--- config.mk ---
export PLATFORM = sky130hd
export DESIGN_NAME = fifo_free_list_index_allocator_core_flat
export DESIGN_NICKNAME = d
export VERILOG_FILES = /design/src/design/fflia_pkg.sv /design/src/design/fflia_req_if.sv /design/src/design/fflia_rsp_if.sv /design/src/design/fifo_free_list_index_allocator_core.sv /design/src/design/fflia_ctrl.sv /design/src/design/fflia_dp.sv /design/src/flat_wrapper.sv
export SDC_FILE = /design/constraint.sdc
export NUM_CORES = 2
export LEC_CHECK = 0
export BUFFER_PORTS_ARGS = -buffer_cell sky130_fd_sc_hd__buf_4
export CAP_MARGIN = 20
export CELL_PAD_IN_SITES_DETAIL_PLACEMENT = 0
export CELL_PAD_IN_SITES_GLOBAL_PLACEMENT = 1
export CORE_ASPECT_RATIO = 0.6
export CORE_MARGIN = 1.5
export CORE_UTILIZATION = 50
export CTS_BUF_LIST = sky130_fd_sc_hd__clkbuf_16
export DETAILED_ROUTE_END_ITERATION = 12
export HOLD_SLACK_MARGIN = 0.02
export PLACE_DENSITY_LB_ADDON = 0.15
export SETUP_SLACK_MARGIN = 0.3
export SYNTH_ARGS = -nofsm -noshare
export SYNTH_HDL_FRONTEND = slang
export SYNTH_MEMORY_MAX_BITS = 65536
export SYNTH_SLANG_ARGS = --single-unit
--- constraint.sdc ---
create_clock -name clk -period 9.8 [get_ports clk]
set_input_delay 1.47 -clock clk [delete_from_list [all_inputs] [get_ports clk]]
set_output_delay 1.47 -clock clk [all_outputs]
set_load 0.01 [all_outputs]
--- src/design/fflia_pkg.sv ---
package fflia_pkg;

    // Pool geometry
    localparam int POOL_SIZE = 512;
    localparam int IDX_W     = 9;
    localparam int PTR_W     = (POOL_SIZE > 1) ? $clog2(POOL_SIZE) : 1;
    localparam int CNT_W     = $clog2(POOL_SIZE + 1);

    // Result status codes
    typedef enum logic [1:0] {
        ST_OK        = 2'd0,
        ST_POOL_FULL = 2'd1,
        ST_DROPPED   = 2'd2
    } status_t;

    // Request action codes
    typedef enum logic {
        ACT_ALLOC = 1'b0,
        ACT_FREE  = 1'b1
    } action_t;

    // Controller to datapath commands
    typedef struct packed {
        logic accept;
        logic exec;
    } cmd_t;

    // Datapath to controller status
    typedef struct packed {
        logic out_free;
    } stat_t;

endpackage

--- src/design/fflia_req_if.sv ---
interface fflia_req_if;
    import fflia_pkg::*;

    logic             valid;
    logic             ready;
    logic             action;
    logic [IDX_W-1:0] free_index;

    modport source (output valid, output action, output free_index, input ready);
    modport sink   (input valid, input action, input free_index, output ready);

endinterface

--- src/design/fflia_rsp_if.sv ---
interface fflia_rsp_if;
    import fflia_pkg::*;

    logic             valid;
    logic             ready;
    logic [IDX_W-1:0] slot_index;
    logic [1:0]       status;
    logic             can_allocate;

    modport source (output valid, output slot_index, output status, output can_allocate,
                    input ready);
    modport sink   (input valid, input slot_index, input status, input can_allocate,
                    output ready);

endinterface

--- src/design/fifo_free_list_index_allocator_core.sv ---
// A request beat is latched at its accept edge; its result beat is loaded at the end of the EXEC state that follows.
// Requests are not overlapped: the released-index memory is read into a register at the accept
// edge, and the pointers and counters are updated at the end of the EXEC state after it.
// Reset (rst_n low, asynchronous) clears the queue pointers, count, fresh counter,
// controller state and result valid; queue contents stay undefined, with no clearing pass.
module fifo_free_list_index_allocator_core (
    input  logic        clk,
    input  logic        rst_n,
    fflia_req_if.sink   req,
    fflia_rsp_if.source rsp
);
    import fflia_pkg::*;

    cmd_t  cmd;
    stat_t stat;

    // Sequence each request
    fflia_ctrl u_ctrl (
        .clk      (clk),
        .rst_n    (rst_n),
        .in_valid (req.valid),
        .in_ready (req.ready),
        .stat     (stat),
        .cmd      (cmd)
    );

    // Queue, counters and result register
    fflia_dp u_dp (
        .clk           (clk),
        .rst_n         (rst_n),
        .cmd           (cmd),
        .stat          (stat),
        .in_action     (req.action),
        .in_free_index (req.free_index),
        .rsp           (rsp)
    );

endmodule

--- src/design/fflia_ctrl.sv ---
module fflia_ctrl (
    input  logic             clk,
    input  logic             rst_n,
    input  logic             in_valid,
    output logic             in_ready,
    input  fflia_pkg::stat_t stat,
    output fflia_pkg::cmd_t  cmd
);
    import fflia_pkg::*;

    typedef enum logic [1:0] {
        S_IDLE = 2'b01,
        S_EXEC = 2'b10
    } state_t;

    state_t state_reg;
    state_t state_next;

    // Take a beat only when idle and the result register can be loaded next cycle
    assign in_ready   = (state_reg == S_IDLE) && stat.out_free;
    assign cmd.accept = in_valid && in_ready;
    assign cmd.exec   = (state_reg == S_EXEC);

    // Advance: idle -> exec on accept, exec -> idle always
    always_comb
    begin
        state_next = state_reg;
        case (state_reg)
            S_IDLE:
            begin
                if (cmd.accept)
                begin
                    state_next = S_EXEC;
                end
            end
            S_EXEC:
            begin
                state_next = S_IDLE;
            end
            default:
            begin
                state_next = S_IDLE;
            end
        endcase
    end

    always_ff @(posedge clk or negedge rst_n)
    begin
        if (!rst_n)
        begin
            state_reg <= S_IDLE;
        end
        else
        begin
            state_reg <= state_next;
        end
    end

endmodule

--- src/design/fflia_dp.sv ---
module fflia_dp (
    input  logic                    clk,
    input  logic                    rst_n,
    input  fflia_pkg::cmd_t         cmd,
    output fflia_pkg::stat_t        stat,
    input  logic                    in_action,
    input  logic [fflia_pkg::IDX_W-1:0] in_free_index,
    fflia_rsp_if.source             rsp
);
    import fflia_pkg::*;

    // Released-index ring buffer
    logic [IDX_W-1:0] mem [POOL_SIZE];
    logic [IDX_W-1:0] rd_data_reg;

    // Queue pointers and counters
    logic [PTR_W-1:0] head_reg, head_next;
    logic [PTR_W-1:0] tail_reg, tail_next;
    logic [CNT_W-1:0] count_reg, count_next;
    logic [CNT_W-1:0] fresh_reg, fresh_next;

    // Latched request
    logic             act_reg;
    logic [IDX_W-1:0] idx_reg;

    // Result register
    logic             out_valid_reg;
    logic [IDX_W-1:0] slot_reg, slot_next;
    status_t          status_reg, status_next;
    logic             can_reg, can_next;
    logic             wr_en;

    assign stat.out_free = !out_valid_reg || rsp.ready;

    // Capture the request and read the queue head at the accept edge
    always_ff @(posedge clk)
    begin
        if (cmd.accept)
        begin
            act_reg     <= in_action;
            idx_reg     <= in_free_index;
            rd_data_reg <= mem[head_reg];
        end
    end

    // Work out the step's result and next state
    always_comb
    begin
        head_next   = head_reg;
        tail_next   = tail_reg;
        count_next  = count_reg;
        fresh_next  = fresh_reg;
        slot_next   = '0;
        status_next = ST_OK;
        wr_en       = 1'b0;
        if (act_reg == ACT_ALLOC)
        begin
            if (count_reg != '0)
            begin
                slot_next  = rd_data_reg;
                head_next  = (32'(head_reg) == POOL_SIZE - 1) ? '0 : head_reg + 1'b1;
                count_next = count_reg - 1'b1;
            end
            else if (32'(fresh_reg) < POOL_SIZE)
            begin
                slot_next  = IDX_W'(fresh_reg);
                fresh_next = fresh_reg + 1'b1;
            end
            else
            begin
                status_next = ST_POOL_FULL;
            end
        end
        else
        begin
            if (32'(idx_reg) < POOL_SIZE)
            begin
                if (32'(count_reg) >= POOL_SIZE)
                begin
                    status_next = ST_DROPPED;
                end
                else
                begin
                    wr_en      = 1'b1;
                    tail_next  = (32'(tail_reg) == POOL_SIZE - 1) ? '0 : tail_reg + 1'b1;
                    count_next = count_reg + 1'b1;
                end
            end
        end
        can_next = (32'(fresh_next) < POOL_SIZE) || (count_next != '0);
    end

    // Append a freed index at the tail
    always_ff @(posedge clk)
    begin
        if (cmd.exec && wr_en)
        begin
            mem[tail_reg] <= idx_reg;
        end
    end

    // Commit pointers and counters
    always_ff @(posedge clk or negedge rst_n)
    begin
        if (!rst_n)
        begin
            head_reg  <= '0;
            tail_reg  <= '0;
            count_reg <= '0;
            fresh_reg <= '0;
        end
        else if (cmd.exec)
        begin
            head_reg  <= head_next;
            tail_reg  <= tail_next;
            count_reg <= count_next;
            fresh_reg <= fresh_next;
        end
    end

    // Hold the result beat until taken
    always_ff @(posedge clk or negedge rst_n)
    begin
        if (!rst_n)
        begin
            out_valid_reg <= 1'b0;
        end
        else if (cmd.exec)
        begin
            out_valid_reg <= 1'b1;
        end
        else if (rsp.ready)
        begin
            out_valid_reg <= 1'b0;
        end
    end

    always_ff @(posedge clk)
    begin
        if (cmd.exec)
        begin
            slot_reg   <= slot_next;
            status_reg <= status_next;
            can_reg    <= can_next;
        end
    end

    assign rsp.valid        = out_valid_reg;
    assign rsp.slot_index   = slot_reg;
    assign rsp.status       = status_reg;
    assign rsp.can_allocate = can_reg;

`ifndef SYNTHESIS
    a_count_bound: assert property (@(posedge clk) disable iff (!rst_n)
        32'(count_reg) <= POOL_SIZE)
        else $error("queue count above pool size");

    a_fresh_bound: assert property (@(posedge clk) disable iff (!rst_n)
        32'(fresh_reg) <= POOL_SIZE)
        else $error("fresh counter above pool size");

    a_exec_free: assert property (@(posedge clk) disable iff (!rst_n)
        cmd.exec |-> !out_valid_reg)
        else $error("result overwritten before taken");

    a_full_zero: assert property (@(posedge clk) disable iff (!rst_n)
        (rsp.valid && rsp.status != ST_OK) |-> (rsp.slot_index == '0))
        else $error("failed request carries nonzero slot");

    a_full_cant: assert property (@(posedge clk) disable iff (!rst_n)
        (rsp.valid && rsp.status == ST_POOL_FULL) |-> !rsp.can_allocate)
        else $error("pool full but allocation reported possible");
`endif

endmodule

--- src/flat_wrapper.sv ---
// flat-port wrapper written by rule: the top's interface ports become plain ports
module fifo_free_list_index_allocator_core_flat import fflia_pkg::*;
  (clk, rst_n, req_valid, req_action, req_free_index, req_ready, rsp_valid, rsp_slot_index, rsp_status, rsp_can_allocate, rsp_ready);
  fflia_req_if req_i ();
  fflia_rsp_if rsp_i ();
  input  logic clk;
  input  logic rst_n;
  input wire logic [$bits(req_i.valid)-1:0] req_valid;
  input wire logic [$bits(req_i.action)-1:0] req_action;
  input wire logic [$bits(req_i.free_index)-1:0] req_free_index;
  output wire logic [$bits(req_i.ready)-1:0] req_ready;
  output wire logic [$bits(rsp_i.valid)-1:0] rsp_valid;
  output wire logic [$bits(rsp_i.slot_index)-1:0] rsp_slot_index;
  output wire logic [$bits(rsp_i.status)-1:0] rsp_status;
  output wire logic [$bits(rsp_i.can_allocate)-1:0] rsp_can_allocate;
  input wire logic [$bits(rsp_i.ready)-1:0] rsp_ready;
  assign req_i.valid = req_valid;
  assign req_i.action = req_action;
  assign req_i.free_index = req_free_index;
  assign req_ready = req_i.ready;
  assign rsp_valid = rsp_i.valid;
  assign rsp_slot_index = rsp_i.slot_index;
  assign rsp_status = rsp_i.status;
  assign rsp_can_allocate = rsp_i.can_allocate;
  assign rsp_i.ready = rsp_ready;
  fifo_free_list_index_allocator_core u_core (.clk(clk), .rst_n(rst_n), .req(req_i), .rsp(rsp_i));
endmodule
==> impl_metrics.yaml <==
floorplan:
  fp.dieW_um: 783
  initial_core_util: 0.503
  boundaryPins: 28
  row_count: 171
  die_h_um: 471
  die_area_sq_um: 369000
  design.core.area_sq_um: 362000
place:
  dp_cells: 13100
  hpwl_um: 317000
  finalWeightedCongestion: 0.843
  port_buffers: 27
synth:
  syn_inst: 8524
  async_flop_share: 0.00876
  yosysSeqAreaShare: 0.769
  syn_area_sq_um: 182000
  synthesis.nets: 8548
  yosysWarnings: 0
  synthFlopType: "edfxtp_1"
  synth.distinct_cells: 80
  synth_edf_count: 4639
  syn_area_per_cell_sq_um: 21.4
  synth-seq-cells: 4680
drt:
  drc: 0
  wl_per_cell_um: 38.5
  postRouteAntennaNets: 0
  dr.first_iter.drc_count: 14800
  vias: 92800
  via_per_inst: 6.68
  dr.pass1.iters: 8
  wl_um: 535000
cts:
  clk_latency_ns: 0.98
  cts.sinks: 4680
  post_cts_buffers: 0
  cts_hold_buf: 0
  cts_tree: "built"
  cts.path.max_buffers: 4
  htreeDepth: 5
  cts_inserted_buffers: 416
  cts.clk_slew.worst_paths_ns: 0.07
  clock-root-buffer: "clkbuf_16"
  cts-resized-gates: 0
timing:
  tns_ns: 0
  slew_violations: 0
  rsz0062_at_grt: "false"
  finalWorstPathRequiredPeriod_ns: 5.79
  finClkSkew_ns: 0.0585
  worst_pin_slew_ns: 1.39
  hold_viol_final: 0
  slew_headroom: 0.0766
  setup-violations-final: 0
  timing.final.crit_share: 0.591
  fmax_ghz: 0.173
worst_setup_path:
  critPathLaunchType: "register"
  crit_type: "register to register"
  endpoint_kind: "register"
  r2r_setup_slack_ns: 4.01
  critPathBufInv: 2
  slowest_delay_ns: 0.89
  critical_path.max_fanout: 41
  critPathSlowestCell: "a21oi_1"
  rr_startpoint: "u_core.u_dp.head_reg[1]"
  crit_chain: "buf_4, nor2b_4, buf_4, a221oi_1, a21oi_1, o21ai_0, a21oi_1, a221oi_1, o32a_1"
  crit_required_ns: 10.48
  critical_path_arrival_ns: 6.47
  rr_endpoint: "u_core.u_dp.rd_data_reg[4]"
  reg2reg_depth: 9
  cp_top_family: "compound AO/OA/AOI/OAI gates"
power:
  p_leak_uw: 0.0621
  power_frac_comb: 0.225
  seq_power_share: 0.451
  peakVddDrop_v: 0.000204
  power.switching_uw: 14100
  p_int_uw: 35700
  clkPwrFrac: 0.324
  switching_share: 0.283
  powerDensity_nw_per_um2: 247
layout:
  largest_reg_flops: 4608
  multi_input_area_sq_um: 39100
  syn2layout_area_growth_pct: 10.5
  fin_cells: 13900
  regArea_sq_um: 140000
  drive_gt1_frac: 0.229
  layout.nets: 8742
  final_cell_mix: "4639 x edfxtp_1, 1090 x mux4_2, 611 x nor2_1"
  fill_cells: 27000
  final_common_cell: "edfxtp_1"
global_route:
  grt_pass1_wl_um: 736000
  grt_util_all_layers: 0.288
  grt_max_degree: 218
  antenna_found_initial: 45
  grt_pass1_vias: 88200
  overflow: 0
job:
  maxCapViolCount: 0
min_path:
  whs_endpoint: "u_core.u_dp.fresh_reg[4]"
  min_from: "u_core.u_dp.fresh_reg[4]"
  holdCritPathClass: "register to register"
  worstHoldPathCells: 1
status:
  status: "finished, final reports clean"
final cells by class:
type	count	area share
timing repair buffer	310	0.0141
tap	4844	0.0301
antenna	9	0.000112
multi-input combinational	3289	0.194
clock inverter	325	0.0126
inverter	21	0.000490
clock buffer	421	0.0523
sequential	4680	0.696
power groups by stage:
| stage | clock (uW) | combinational [uW] | sequential, uW |
|---|---|---|---|
| after detailed placement | 0 | 11200 | 22900 |
| final | 16100 | 11200 | 22500 |
| after CTS | 16300 | 11200 | 22500 |
| after global placement | 0 | 11100 | 22900 |
| after global routing | 17000 | 11700 | 22500 |
| after floorplan | 0 | 7480 | 23300 |
per-stage QoR:
step	power (uW)	cell area, sq um	util	hold slack (ns)	setup WS [ns]
after global routing	51200	202000	0.556	0.528	3.96
after global placement	34000	188000	0.518	0.488	3.68
after CTS	49900	201000	0.555	0.505	4.16
final	49900	202000	0.556	0.508	4.01
after floorplan	30700	182000	-	0.463	2.21
after detailed placement	34100	188000	0.519	0.492	4.18
kinds of logic after synthesis:
kind of cell	count (synthesis)	share of synthesized area
AO/OA/AOI/OAI	688	0.0263
XOR/XNOR	24	0.00115
adder cells (fa/ha/maj)	10	0.000686
buffers and inverters	555	0.0186
flip-flops	4680	0.769
multiplexers	1519	0.160
AND/OR/NAND/NOR	1048	0.0236
cells in the mapped netlist (25+ instances only):
master | n | area [sq um]
buf_6 | 46 | 518
a31oi_1 | 38 | 238
a22oi_1 | 51 | 383
buf_8 | 28 | 420
o221ai_1 | 49 | 429
a21oi_1 | 123 | 616
nor3_1 | 26 | 130
edfxtp_1 | 4639 | 139000
mux4_2 | 1090 | 24500
mux4_1 | 25 | 657
buf_2 | 146 | 731
a211oi_1 | 31 | 233
a221oi_1 | 66 | 578
nor2_1 | 616 | 2310
nand3_1 | 39 | 195
o21ai_0 | 107 | 536
dfrtp_1 | 40 | 1000
clkbuf_1 | 200 | 751
o22ai_1 | 70 | 438
mux2i_1 | 381 | 3810
buf_4 | 84 | 631
nand2_1 | 265 | 995
worst max-delay path by stage:
stage | startpoint | to | slack [ns] | cells past startpoint
final | u_core.u_dp.head_reg[1] | u_core.u_dp.rd_data_reg[4] | 4.01 | 9
after global routing | u_core.u_dp.head_reg[1] | u_core.u_dp.rd_data_reg[1] | 3.96 | 9
after CTS | u_core.u_dp.head_reg[0] | u_core.u_dp.rd_data_reg[4] | 4.16 | 8
after global placement | u_core.u_dp.head_reg[0] | u_core.u_dp.rd_data_reg[1] | 3.68 | 10
after detailed placement | u_core.u_dp.head_reg[0] | u_core.u_dp.rd_data_reg[4] | 4.18 | 8
after floorplan | u_core.u_dp.idx_reg[0] | u_core.u_dp.mem[0][0] | 2.21 | 0
layer usage:
layer	vias up	wire length, um	share of wire	global-route usage
met3	787	68000	0.13	0.0825
met5	-	59	0.00011	0
met1	49900	228000	0.43	0.458
met4	10	14900	0.028	0.0728
li1	36100	-	-	-
met2	5996	224000	0.42	0.392
No activity file was read; power rests on OpenSTA's default activity.
